File: config.mk
export PLATFORM = sky130hd
export DESIGN_NAME = mse_ctrl
export DESIGN_NICKNAME = d
export VERILOG_FILES = /design/src/sv/assert_macros.svh /design/src/sv/mse_pkg.sv /design/src/sv/mse_ctrl.sv
export SDC_FILE = /design/constraint.sdc
export NUM_CORES = 1
export LEC_CHECK = 0
export BUFFER_PORTS_ARGS = -buffer_cell sky130_fd_sc_hd__buf_2
export CELL_PAD_IN_SITES_DETAIL_PLACEMENT = 0
export CELL_PAD_IN_SITES_GLOBAL_PLACEMENT = 1
export CORE_UTILIZATION = 30
export CTS_BUF_LIST = sky130_fd_sc_hd__clkbuf_4
export DETAILED_ROUTE_END_ITERATION = 8
export PLACE_DENSITY = 0.8
export RECOVER_POWER = 50
export SLEW_MARGIN = 20
export SYNTH_ARGS = -nofsm -noshare
export SYNTH_HDL_FRONTEND = slang
export SYNTH_SLANG_ARGS = --single-unit
File: constraint.sdc
create_clock -name clock -period 2.1 [get_ports clock]
set_input_delay 0.21 -clock clock [delete_from_list [all_inputs] [get_ports clock]]
set_output_delay 0.21 -clock clock [all_outputs]
set_load 0.02 [all_outputs]
File: src/sv/assert_macros.svh
`ifndef ASSERT_MACROS_SVH
`define ASSERT_MACROS_SVH

// condition must never hold
`define ASSERT_NEVER(label, clk, rst, expr, msg) \
   label: assert property (@(posedge clk) disable iff (rst) !(expr)) else $error(msg);

// consequent must hold in the cycle after the antecedent
`define ASSERT_NEXT(label, clk, rst, ante, cons, msg) \
   label: assert property (@(posedge clk) disable iff (rst) (ante) |=> (cons)) \
      else $error(msg);

// consequent must hold in the same cycle as the antecedent
`define ASSERT_IMPLY(label, clk, rst, ante, cons, msg) \
   label: assert property (@(posedge clk) disable iff (rst) (ante) |-> (cons)) \
      else $error(msg);

`endif

File: src/sv/mse_pkg.sv
package mse_pkg;

   typedef enum logic [5:0] {
      ST_LOAD    = 6'b000001,
      ST_START   = 6'b000010,
      ST_SETUP_A = 6'b000100,
      ST_SETUP_B = 6'b001000,
      ST_MERGE   = 6'b010000,
      ST_EMIT    = 6'b100000
   } mse_state_type;

   typedef struct packed {
      logic load;
      logic sort_init;
      logic setup_a;
      logic setup_b;
      logic merge;
      logic emit;
   } mse_cmd_type;

   typedef struct packed {
      logic merge_end;
      logic pass_end;
      logic sort_end;
      logic short_list;
      logic list_sent;
   } mse_status_type;

endpackage

File: src/sv/mse_ctrl.sv
module mse_ctrl import mse_pkg::*; (
   input  logic           clock,
   input  logic           reset,
   input  logic           req_tvalid,
   input  logic           req_tlast,
   output logic           req_tready,
   input  mse_status_type status,
   output mse_cmd_type    cmd
);

   mse_state_type state_ff;
   mse_state_type state_in;

   always_comb begin
      state_in = state_ff;
      cmd      = '0;
      case (state_ff)
         ST_LOAD: begin
            cmd.load = req_tvalid;
            if (req_tvalid && req_tlast) begin
               state_in = ST_START;
            end
         end
         ST_START: begin
            cmd.sort_init = 1'b1;
            state_in      = status.short_list ? ST_EMIT : ST_SETUP_A;
         end
         ST_SETUP_A: begin
            cmd.setup_a = 1'b1;
            state_in    = ST_SETUP_B;
         end
         ST_SETUP_B: begin
            cmd.setup_b = 1'b1;
            state_in    = ST_MERGE;
         end
         ST_MERGE: begin
            cmd.merge = 1'b1;
            if (status.merge_end) begin
               state_in = (status.pass_end && status.sort_end) ? ST_EMIT : ST_SETUP_A;
            end
         end
         ST_EMIT: begin
            cmd.emit = 1'b1;
            if (status.list_sent) begin
               state_in = ST_LOAD;
            end
         end
         default: begin
            state_in = ST_LOAD;
         end
      endcase
   end

   always_ff @(posedge clock) begin
      if (reset) begin
         state_ff <= ST_LOAD;
      end else begin
         state_ff <= state_in;
      end
   end

   assign req_tready = (state_ff == ST_LOAD);

endmodule

Word-level counts from Yosys, hierarchy flattened. Index checks and enable logic that the tools add are counted.

Add/subtract/negate cells: 0. Multiply operators: 0. Divide/modulo/power cells: 0. Magnitude comparators: 0. Equal/unequal tests: 9. Shifts and indexed selects: 0. Multiplexer cells: 12. Bitwise logic cells: 0. Reductions and logical operators: 3.

Operators with widths (count): one-hot mux 6 bit (6 select lines) (1); 2-to-1 mux 6 bit (5); equality test 6 x 1 -> 1 bit (second input constant) (1); equality test 6 x 2 -> 1 bit (second input constant) (1); equality test 6 x 3 -> 1 bit (second input constant) (1); equality test 6 x 4 -> 1 bit (second input constant) (1); equality test 6 x 5 -> 1 bit (second input constant) (1); equality test 6 bit (second input constant) (1); 2-to-1 mux 1 bit (6); inequality test 2 bit (second input constant) (2); AND reduction 3 bit (1); logical AND 1 bit (2); inequality test 2 x 1 -> 1 bit (second input constant) (1).

Register bits: 6. Bits in latches: 0. RAM bits: 0. Bits in read-only memories: 0. Word-level logic and storage cells: 25. Memories kept: 0.

Longest topological paths before layout. Gate-level depths: netlist of the first run.

Depth after elaboration: 4. Gate-level depth with buffers: 5. Mapped depth without buffers: 4.

Worst setup path before layout of the first run. No wires, ideal clock.

Kind: reg2reg. Start: register state_ff[3]. End: register state_ff[2]. Setup time: 0.058 ns. Arrival time: 1.864 ns. Required time: 2.042 ns. Slack: 0.178 ns. Stages on the path, launching flop included: 5. Period minus slack after synthesis: 1.922 ns. Cell sequence: dfxtp_1 > or4_1 > nor3b_1 > nor2b_1 > o221a_2.

Word-level cells in the longest chain between the ends: 3. Elaborated cells between the ends (all ways): 11. Those cells by class: eq/ne: 9; mux: 1; reduce/logical: 1.

RTL lines: start: declaration (line mse_ctrl.sv:11) `mse_state_type state_ff;`; start signal: assignment (line mse_ctrl.sv:58) `state_ff <= state_in;`; equality test 6 x 5 -> 1 bit (tied with other cells) (line mse_ctrl.sv:17) `case (state_ff)`; inequality test 2 bit (no line) or inequality test 2 x 1 -> 1 bit (tied branches); AND reduction 3 bit (no line).

Several ways; a longest one is shown, not always the timed one. A chain may end at the register's enable or synchronous reset.

==> results.md, run 1 <==
Status:
- The run finished with clean final reports.

Pwr:
- VDD sags by at most just under 300 µV.
- Power spread over the standard cell area amounts to 547 nW/µm².
- The leakage power of the design is 0.000228 µW.

Yosys:
- The sequential fraction of the synthesis area is roughly 30%.
- The mean cell area of the mapped netlist is about 8.1 µm².
- The async set-reset flop share out of synthesis is 0%.
- The cell count after synthesis came out at 50.
- The number of different library cells used by synthesis comes to 29.
- Counting every net in the synthesized netlist gives 59.
- In the synthesized netlist the dominant register cell turns out to be dfxtp_1.
- For this run, the number of Yosys warnings is 0.
- The mapped netlist covers 405 µm².
- The synthesized design contains 6 register bits.
- Yosys mapped a number of flops with a built-in enable equal to 0.

STA:
- Final hold analysis gives a worst-case slack of around 190 ps.
- The count of endpoints failing hold in the final timing report was 0.
- For this run, the top clock speed supported by timing is between 400 and 500 MHz.
- The transition at the pin with the smallest max-transition slack is 391 ps.
- Setup violations remaining at the end of the flow were counted as 0.
- The smallest clock period supported by the final layout is computed as 2040 ps.
- The headroom to the max-slew limit is between 70% and 80%.
- The clock arrives with 2.48 ps of skew.
- Setup repair after global routing could not meet its margin everywhere.
- Dividing the final minimum period by the clock period gives between 90% and 100%.
- The final-report max-slew violation count is 0.

CTS:
- The number of hold buffers added after CTS was 0.
- Buffers added to address setup during post-CTS repair amount to 0.
- In this run, post-CTS repair resized a total of 0 instances.
- The number of clock buffers added by TritonCTS is 3.
- No sink is reached through more buffers than the 2 on the longest clock path.
- In this run the number of H-tree levels came out at 1.
- The clock reaches the later pin of the worst-skew pair after 240 ps.
- The total clock sinks is 6.
- The TritonCTS clock tree is done.
- Clock-pin slew was measured on the worst setup and hold paths at 40 ps.
- In this run the clock root is driven by a clkbuf_4.

Layout:
- The commonest non-fill, non-tap cell in the layout is buf_2.
- Leaving out fill and tap cells, the most frequent cells in the layout are 14 x buf_2, 4 x nor2_1, 4 x nand2_1, 4 x a21oi_1.
- The area growth from synthesis to layout is 24.7%.
- The register with the highest flop count is state_ff.
- The finished cells cover around 500 µm².
- In the final layout, the share of cells above drive strength 1 is 38.5%.
- The largest registers in the layout are state_ff x6.
- The final layout contains between 70 and 80 nets.
- The register with the most flip-flops in the layout has 6 of them.
- The repair_antennas step left the layout with diodes totalling 0.
- The number of filler instances in the final layout is 123.
- Excluding fillers, the count of instances in the completed layout stands at 79.

GRT:
- Entering global routing, the biggest net connects 11 pins.
- The wire length of the first global-routing pass is 1.52 mm.
- The global-route usage over all layers is approximately 15%.
- The overall overflow remaining after global route is 0.
- The number of antenna violations at the first check in global routing is 0.
- The via count of the first global-routing pass is 385.

Drt:
- Across all layers, the routed design uses 441 vias.
- In this run, the number of DRC markers left after iteration 0 of detailed routing was 15.
- The first detailed-routing pass took 4 iterations.
- In this run the remaining antenna-violating nets after routing total 0.
- The final routed wirelength across all metal layers is roughly 970 µm.
- After detailed routing, the number of remaining DRC violations is 0.
- The routed wire length per instance is roughly 12 µm.
- The post-detailed-route via-to-cell ratio is approximately 5.6.

Worst setup path:
- STA classifies the critical path startpoint as a flop.
- The worst stage delay on the critical path is 560 ps.
- On the critical path, the stage with the largest delay is an instance of or4b_4.
- The critical path data required time is 1890 ps.
- The worst register-to-register path has a depth of 4.
- The critical path endpoint category is a primary output.
- The worst setup path is of the flop to primary output kind.
- The highest fanout seen on the critical path is 6.
- Walking the worst path, the cells encountered are or4b_4, or3_2, inv_1, buf_2.
- The critical path arrival is 1830 ps.

Die:
- The area of the die is 1500 µm².
- 16 I/O pins were placed.
- The area of the placeable core is 1190 µm².
- The effective utilization at floorplan is 34.2%.
- The die is 38.8 µm tall.
- The horizontal die dimension is 38.8 µm.
- The floorplan has 12 rows.

Placement:
- The number of port buffers is 15.
- Routability-driven placement finished with a final weighted congestion of 0.866.
- After legalization and detailed placement, the total HPWL measured 722 µm.
- The area of placed instances is 474 µm².
- Counting tap cells, the placed design contains a total of 76 instances.

Worst hold path:
- The min-delay analysis places its worst path in the category primary input to flop.
- Counting instances, the worst hold path has a depth of 2.

Job:
- The reported max-cap violation count is 0.
[critical path: cells and delay by family, from the launching register on]
kind / cells / cell delay [ps]
AND/OR/NAND/NOR: 2 / 1030
buffers and inverters: 2 / 220
flip-flops: 1 / 350
[through the flow]
stage                     worst slack [ps]  TNS (ps)  total power [µW]  util, %
after floorplan                        178         0               156        -
after detailed placement               196         0               171     40.0
after global placement                 218         0               171     40.0
final                                 63.5         0               277     42.6
after CTS                             36.0         0               278     41.9
after global routing                 -14.0     -14.0               295     42.6
[final cells by class]
class,count,area [µm²],share of cell area [%]
well taps,14,17.5,3.47
flip-flops and latches,6,124,24.5
multi-input cells,39,260,51.5
repair buffers,15,73.8,14.6
inverters,2,7.51,1.49
clock buffers,3,22.5,4.46
[synth_stat cells (all sizes together), types with 2 or more instances]
cell type  number  area, µm²
and3            2       12.5
a21oi           4       20.0
or3             2       13.8
nor3            2       10.0
or4             2       15.0
nor2            4       15.0
dfxtp           6        120
nand2           4       15.0
buf             3       23.8
inv             2       7.51
nor3b           4       35.0
nor2b           2       12.5
[power by group]
part           total, µW  leakage, µW  internal, µW  switching (µW)
Combinational       48.1     0.000165          23.0            25.1
Clock                103    0.0000138          64.5            38.7
Sequential           125    0.0000493           118            7.23
[path summary, 6_finish.rpt]
kind | to | slack (ps) | start
setup reg to reg | state_ff[5]$_SDFFE_PP0P_ | 190 | state_ff[3]$_SDFFE_PP0P_
hold reg to reg | state_ff[5]$_SDFFE_PP0P_ | 670 | state_ff[5]$_SDFFE_PP0P_
setup / recovery | cmd[1] | 60 | state_ff[3]$_SDFFE_PP0P_
hold / removal | state_ff[1]$_SDFFE_PP0P_ | 190 | reset
[metal layers]
metal	vias up	GRT usage, %	wire length, µm	share of wire (%)
met5	-	0	0	0
met4	0	10.3	11	1.1
met3	2	3.47	83	8.6
met2	32	24.2	455	47
met1	192	18.1	417	43
li1	215	-	-	-
[cells by family after synthesis]
| group | count (synthesis) | share of synthesized area (%) |
|---|---|---|
| compound gates | 9 | 15.7 |
| xor+xnor | 1 | 2.16 |
| buf+inv | 5 | 7.72 |
| flops | 6 | 29.6 |
| simple gates | 29 | 44.8 |
Note: power is estimated with default switching activity, not from simulation.
==> run 2, diff against run 1 <==
--- a/config.mk
+++ b/config.mk
@@ -8,6 +8,7 @@
 export BUFFER_PORTS_ARGS = -buffer_cell sky130_fd_sc_hd__buf_2
 export CELL_PAD_IN_SITES_DETAIL_PLACEMENT = 0
 export CELL_PAD_IN_SITES_GLOBAL_PLACEMENT = 1
+export CORE_MARGIN = 10
 export CORE_UTILIZATION = 30
 export CTS_BUF_LIST = sky130_fd_sc_hd__clkbuf_4
 export DETAILED_ROUTE_END_ITERATION = 8
==> run 2 against run 1 <==
Against the previous run:
- core utilization down 2.7 points
- critical endpoint unchanged
- clock-buffer cell count unchanged
- sequential power barely moved
- clock skew rose by 1.9 ps
- hold slack improved by 4.3 ps
- sequential cell count is the same
- routed wire length up 16%
- maximum frequency grew 1.0%
==> results.md, run 2 (same netlist as run 1, synthesis figures left out) <==
Pwr:
- The leakage power of the design is 0.000233 µW (+2.2%).
- The maximum vdd ir drop is 215 µV (-26%).
- The power per cell area is 552 nW/µm² (+0.78%).

Die:
- The effective utilization at floorplan is 31.5% (-2.6 points).
- The I/O pin total came to 16 (unchanged).
- The horizontal die dimension is 56.8 µm (+46%).
- The floorplan row count is 13 (+1).
- The height of the die is 56.8 µm (+46%).
- The area of the die is 3220 µm² (+110%).
- The area of the placeable core came to 1280 µm² (+8.3%).

Worst setup path:
- The register-to-register setup slack is 200 ps (about the same).
- The critical path's slowest cell is or4b_4.
- The count of cells along the worst register-to-register path came to 4 (unchanged).
- The highest fanout seen on the critical path is 6 (unchanged).
- The worst stage delay on the critical path is 550 ps (about the same).
- The critical path class is flop to primary output.
- The buffers plus inverters on the worst setup path was 2 (unchanged).
- In this run the critical register-to-register path is captured at state_ff[5]$_SDFFE_PP0P_.
- The critical path data required time is 1890 ps (about the same).
- The critical path arrival is 1810 ps (-20 ps).
- The signal on the critical path passes through or4b_4, or3_2, inv_1, buf_2.
- The critical path endpoint category is a primary output.
- The element type at the critical path start is a flop.
- The worst register-to-register path begins at state_ff[3]$_SDFFE_PP0P_.
- The family of cells with the greatest summed delay on the critical path is simple AND/OR/NAND/NOR gates.

GRT:
- The wire length of the first global-routing pass came to 1.74 mm (+14%).
- The global-route usage over all layers is 6.80% (-8.5 points).
- The overall overflow remaining after global route is 0 (unchanged).
- The maximum number of pins on one net before global-route repair is 11 (unchanged).
- The via count of the first global-routing pass is 404 (+4.9%).
- The number of antenna violations at the first check in global routing is 0 (unchanged).

CTS:
- The deepest level of the CTS H-tree was 1 (unchanged).
- The number of buffers created by CTS is 3 (unchanged).
- The total clock sinks came to 6 (unchanged).
- The clock latency of the later-clocked register in the worst-skew pair is 250 ps (about the same).
- The total setup buffers inserted after CTS is 0 (unchanged).
- The clock-pin slew of the registers on the worst-case setup and hold paths came to 50 ps (about the same).
- The number of buffers between clock root and the deepest sink is 2 (unchanged).
- The root buffer cell chosen for the clock tree is clkbuf_4.
- TritonCTS built the clock tree.

Placement:
- The area of placed instances is 483 µm² (+1.8%).
- The number of port buffers is 15 (unchanged).
- The number of cells after detailed placement is 78 (+2.6%).
- The post-DP HPWL was 876 µm (+21%).
- The final estimated routing congestion in global placement is 0.773 (-11%).
- The post-placement worst setup slack is 216 ps (+19.9 ps).

Drt:
- The post-detailed-route via-to-cell ratio is 5.19 (-7.1%).
- The final routed wirelength across all metal layers was 1.12 mm (+16%).
- The final antenna-violating net count is 0 (unchanged).
- The number of vias in the routed layout was 420 (-4.8%).
- The number of iterations in the first detailed-routing pass is 6 (+2).
- The initial DRC count is 8 (-7).
- The routed wire length per instance was 13.9 µm (+13%).
- The total DRC errors in the routed layout is 0 (unchanged).

Layout:
- Relative to the synthesized area, the layout overhead comes to 26.5%.
- The share of layout cells above drive strength 1 is 37.9% (-0.58 points).
- The antenna diode count is 0 (unchanged).
- The number of filler instances in the final layout is 133 (+8.1%).
- The top cell types in the final layout, fill and taps aside, are 14 x buf_2, 4 x nor2_1, 4 x nand2_1, 4 x a21oi_1, 4 x dfxtp_1.
- The sequential cell area in the final layout is 123 µm² (-1.0%).
- The final non-filler cell area is 513 µm² (+1.5%).
- The final cell count without fillers is 81 (+2.5%).
- The area of the multi-input gates is 260 µm² (unchanged).
- The number of flip-flops in the largest register was 6 (unchanged).
- The net total in the final layout is 77 (+1.3%).
- The utilization after layout is 39.9% (-2.7 points).
- More flip-flops sit in one register than any other, and that register is state_ff.
- The library cell used most frequently in the layout, excluding fill and tap cells, is buf_2.
- The largest registers in the layout are state_ff x6.

Worst hold path:
- The instance count along the most critical hold path is 2 (unchanged).
- In this run the worst hold path is classified as primary input to flop.
- The endpoint of the worst hold path is state_ff[5]$_SDFFE_PP0P_.
- The worst hold path begins at reset.

STA:
- The transition at the pin with the smallest max-transition slack is 446 ps (+54.9 ps).
- The count of final setup violators is 0 (unchanged).
- The shortest clock period the worst path allows after layout was 2020 ps (-20.2 ps).
- The worst-case setup margin in the final layout is 83.7 ps (+20.2 ps).
- The headroom to the max-slew limit was 70.0% (-3.7 points).
- The final-report max-slew violation count was 0 (unchanged).
- The worst hold slack after final layout is 197 ps (+4.31 ps).
- The maximum clock rate is 496 MHz (+1.0%).
- The count of endpoints failing hold in the final timing report is 0 (unchanged).
- The final clock period utilization by the worst path is 96.0% (-0.96 points).
- The setup clock skew after layout came to 4.35 ps (+1.88 ps).

Job:
- The reported max-cap violation count is 0 (unchanged).

Status:
- The flow ran to the end, and the final reports show no timing, DRC or antenna violations.
run 2: cell types whose count changed in the layout (fill, tap and decap cells not counted):
cell / change
dfxtp_1: +1
dfxtp_2: -1
buf_4: +1
run 2: what timing repair did:
action / CTS / global route
endpoints found under the setup margin: 0 / 2
gates resized for setup: 0 / 3
hold buffers: 0 / 0
run 2: per-stage QoR:
step	TNS, ps	total power [µW]
floorplan	0	156
global placement	0	173
detailed placement	0	173
CTS	0	286
global route	-5.38	302
finish	0	283
run 2: layout make-up:
type	instances	area share, %
tap	15	3.66
sequential	6	23.9
inverter	2	1.46
multi-input combinational	39	50.7
clock buffer	3	4.39
timing repair buffer	16	15.9
run 2: worst max path at each step:
stage,to,depth (start not counted),from,slack [ps]
floorplan,state_ff[2]$_SDFFE_PP0P_,4,state_ff[3]$_SDFFE_PP0P_,180
global placement,state_ff[5]$_SDFFE_PP0P_,4,state_ff[0]$_SDFFE_PP1P_,230
CTS,cmd[1],4,state_ff[0]$_SDFFE_PP1P_,50
finish,cmd[1],4,state_ff[3]$_SDFFE_PP0P_,80
detailed placement,state_ff[5]$_SDFFE_PP0P_,4,state_ff[0]$_SDFFE_PP1P_,220
global route,cmd[5],4,state_ff[2]$_SDFFE_PP0P_,-5
run 2: per-layer routing:
layer,GRT usage (%),wire [µm]
met1,7.26,523
met3,2.47,55
met2,10.7,521
met4,5.03,21
met5,0,0
run 2: where the power goes:
part           total [µW]  switching [µW]  internal (µW)  leakage [µW]
combinational        51.2            27.1           24.1      0.000171
clock                 109            43.9           64.8     0.0000138
sequential            123            5.22            118     0.0000489
==> run 3, diff against run 2 <==
--- a/config.mk
+++ b/config.mk
@@ -8,11 +8,11 @@
 export BUFFER_PORTS_ARGS = -buffer_cell sky130_fd_sc_hd__buf_2
 export CELL_PAD_IN_SITES_DETAIL_PLACEMENT = 0
 export CELL_PAD_IN_SITES_GLOBAL_PLACEMENT = 1
-export CORE_MARGIN = 10
-export CORE_UTILIZATION = 30
+export CORE_AREA = 10 10 47 49
 export CTS_BUF_LIST = sky130_fd_sc_hd__clkbuf_4
 export DETAILED_ROUTE_END_ITERATION = 8
-export PLACE_DENSITY = 0.8
+export DIE_AREA = 0 0 57 59
+export PLACE_DENSITY = 0.81
 export RECOVER_POWER = 50
 export SLEW_MARGIN = 20
 export SYNTH_ARGS = -nofsm -noshare
==> run 3 against run 2 <==
Against the previous run:
- largest cell class unchanged
- sequential share of layout area shrank 0.44 points
- final cell count rose by 3.7%
- worst setup slack improved by 10 ps
- sequential cell count is the same
- clock-buffer cell count did not move
- critical path type unchanged
- sequential power barely moved
- critical path depth unchanged
- hold slack worse by 12 ps
- clock power barely moved
- routed wire length decreased by 2.3%
- combinational power rose by 1%
- non-clock buffer count rose by 2
==> results.md, run 3 (same netlist as run 1, synthesis figures left out) <==
Worst setup path:
- The register-to-register setup slack was 180 ps (-20 ps).
- The critical path arrival is 1800 ps (about the same).
- The element type at the critical path start is a flop.
- The critical path data required time is 1890 ps (about the same).
- The critical path endpoint category is a primary output.
- The critical path in this run is classified as flop to primary output.
- The highest fanout seen on the critical path is 6 (unchanged).
- The count of cells along the worst register-to-register path came to 4 (unchanged).

CTS:
- The number of buffers created by CTS was 3 (unchanged).
- Clock tree synthesis selected as its root buffer the cell clkbuf_4.
- The deepest level of the CTS H-tree came to 1 (unchanged).
- The number of buffers between clock root and the deepest sink came to 2 (unchanged).
- The TritonCTS clock tree is done.
- The total clock sinks is 6 (unchanged).
- The clock-pin slew of the registers on the worst-case setup and hold paths is 40 ps (about the same).
- The clock latency of the later-clocked register in the worst-skew pair was 260 ps (about the same).

Drt:
- The total DRC errors in the routed layout is 0 (unchanged).
- The final routed wirelength across all metal layers is 1.10 mm (-2.3%).
- The initial DRC count is 14 (+6).
- The number of vias in the routed layout is 434 (+3.3%).
- The final antenna-violating net count is 0 (unchanged).
- The routed wire length per instance is 13.0 µm (-5.8%).
- The post-detailed-route via-to-cell ratio is 5.17 (-0.36%).
- The number of iterations in the first detailed-routing pass was 4 (-2).

Layout:
- The number of filler instances in the final layout was 158 (+19%).
- The commonest non-fill, non-tap cell in the layout is buf_2.
- The utilization after layout came to 37.7% (-2.2 points).
- The net total in the final layout is 79 (+2.6%).
- The relative area change from synthesis to final layout is 30.2%.
- The share of layout cells above drive strength 1 is 38.2% (+0.36 points).
- In the layout the commonest cells are 12 x buf_2, 4 x nor2_1, 4 x nand2_1, 4 x a21oi_1.
- The final cell count without fillers is 84 (+3.7%).
- In the final layout, the registers with the most flip-flops are state_ff x6.
- The number of flip-flops in the largest register is 6 (unchanged).
- The register with the highest flop count is state_ff.
- The antenna diode count was 0 (unchanged).

STA:
- The final clock period utilization by the worst path is 95.5% (-0.49 points).
- The setup clock skew after layout was 8.15 ps (+3.79 ps).
- The final-report max-slew violation count is 0 (unchanged).
- The count of endpoints failing hold in the final timing report is 0 (unchanged).
- The shortest clock period the worst path allows after layout is 2010 ps (-10.3 ps).
- The total negative setup slack was 0 ps (unchanged).
- Setup repair after global routing left no endpoint under its margin.
- The count of final setup violators is 0 (unchanged).
- The worst-case setup margin in the final layout is 94.0 ps (+10.3 ps).
- The maximum clock rate is 499 MHz (+0.52%).
- The headroom to the max-slew limit came to 71.0% (+1.0 points).
- The transition at the pin with the smallest max-transition slack is 431 ps (-14.8 ps).

Placement:
- The post-DP HPWL was 863 µm (-1.4%).
- The final estimated routing congestion in global placement came to 0.919 (+19%).
- The number of cells after detailed placement is 80 (+2.6%).
- The post-placement worst setup slack came to 163 ps (-52.7 ps).
- The number of port buffers is 15 (unchanged).

Die:
- The height of the die came to 59 µm (+3.9%).
- The effective utilization at floorplan was 28.9% (-2.6 points).
- The area of the placeable core is 1400 µm² (+9.1%).
- The floorplan row count is 14 (+1).
- The I/O pin total is 16 (unchanged).
- The area of the die is 3360 µm² (+4.4%).
- The horizontal die dimension is 57 µm (+0.42%).

Job:
- The reported max-cap violation count came to 0 (unchanged).

GRT:
- The overall overflow remaining after global route is 0 (unchanged).
- The wire length of the first global-routing pass is 1.80 mm (+3.6%).
- The global-route usage over all layers was 6.75% (-0.047 points).
- The number of antenna violations at the first check in global routing is 0 (unchanged).
- The via count of the first global-routing pass was 413 (+2.2%).
- The maximum number of pins on one net before global-route repair is 10 (-1).

Status:
- The run finished with clean final reports.

Worst hold path:
- The min-delay analysis places its worst path in the category primary input to flop.
- The instance count along the most critical hold path is 2 (unchanged).

Pwr:
- The maximum vdd ir drop came to 324 µV (+51%).
- The leakage power of the design came to 0.000235 µW (+0.69%).
- The power per cell area was 545 nW/µm² (-1.2%).
==> run 3: cell type report <==
| class | count | area [µm²] | share of cell area, % |
|---|---|---|---|
| well taps | 16 | 20.0 | 3.79 |
| multi-input cells | 39 | 260 | 49.3 |
| clock buffers | 3 | 22.5 | 4.27 |
| repair buffers | 18 | 93.8 | 17.8 |
| flip-flops and latches | 6 | 124 | 23.5 |
| inverters | 2 | 7.51 | 1.42 |
==> run 3: critical path: stages, from the launching register on <==
cell     delay [ps]
dfxtp_1         340
or4b_4          550
or3_2           460
inv_1            70
buf_4           130
==> run 3: report_power, final <==
group,internal [µW],switching (µW)
combinational,25.9,25.9
clock,65.0,46.4
sequential,118,6.52
total,209,78.8
==> run 3: repair_timing <==
item                                    CTS  global route
endpoints found under the setup margin    0             2
buffers inserted                          0             1
hold endpoints to repair                  0             0
hold buffers                              0             0
resized for setup                         0             5
==> run 3: final timing paths <==
path	start	end
min	reset	state_ff[3]$_SDFFE_PP0P_
max	state_ff[3]$_SDFFE_PP0P_	cmd[1]
min reg2reg	state_ff[3]$_SDFFE_PP0P_	state_ff[0]$_SDFFE_PP1P_
max reg2reg	state_ff[3]$_SDFFE_PP0P_	state_ff[5]$_SDFFE_PP0P_
==> run 3: stage by stage <==
step,cell area (µm²),hold slack [ps],total power (µW)
detailed placement,492,440,172
CTS,514,176,286
global placement,492,441,172
floorplan,405,279,156
global route,528,183,307
finish,528,185,288
==> run 3: per-layer routing <==
layer | GRT usage [%] | vias to the layer above | routed length [µm]
met1 | 7.76 | 196 | 534
li1 | - | 219 | -
met2 | 9.15 | 17 | 445
met3 | 3.65 | 2 | 96
met4 | 5.03 | 0 | 20
met5 | 0 | - | 0
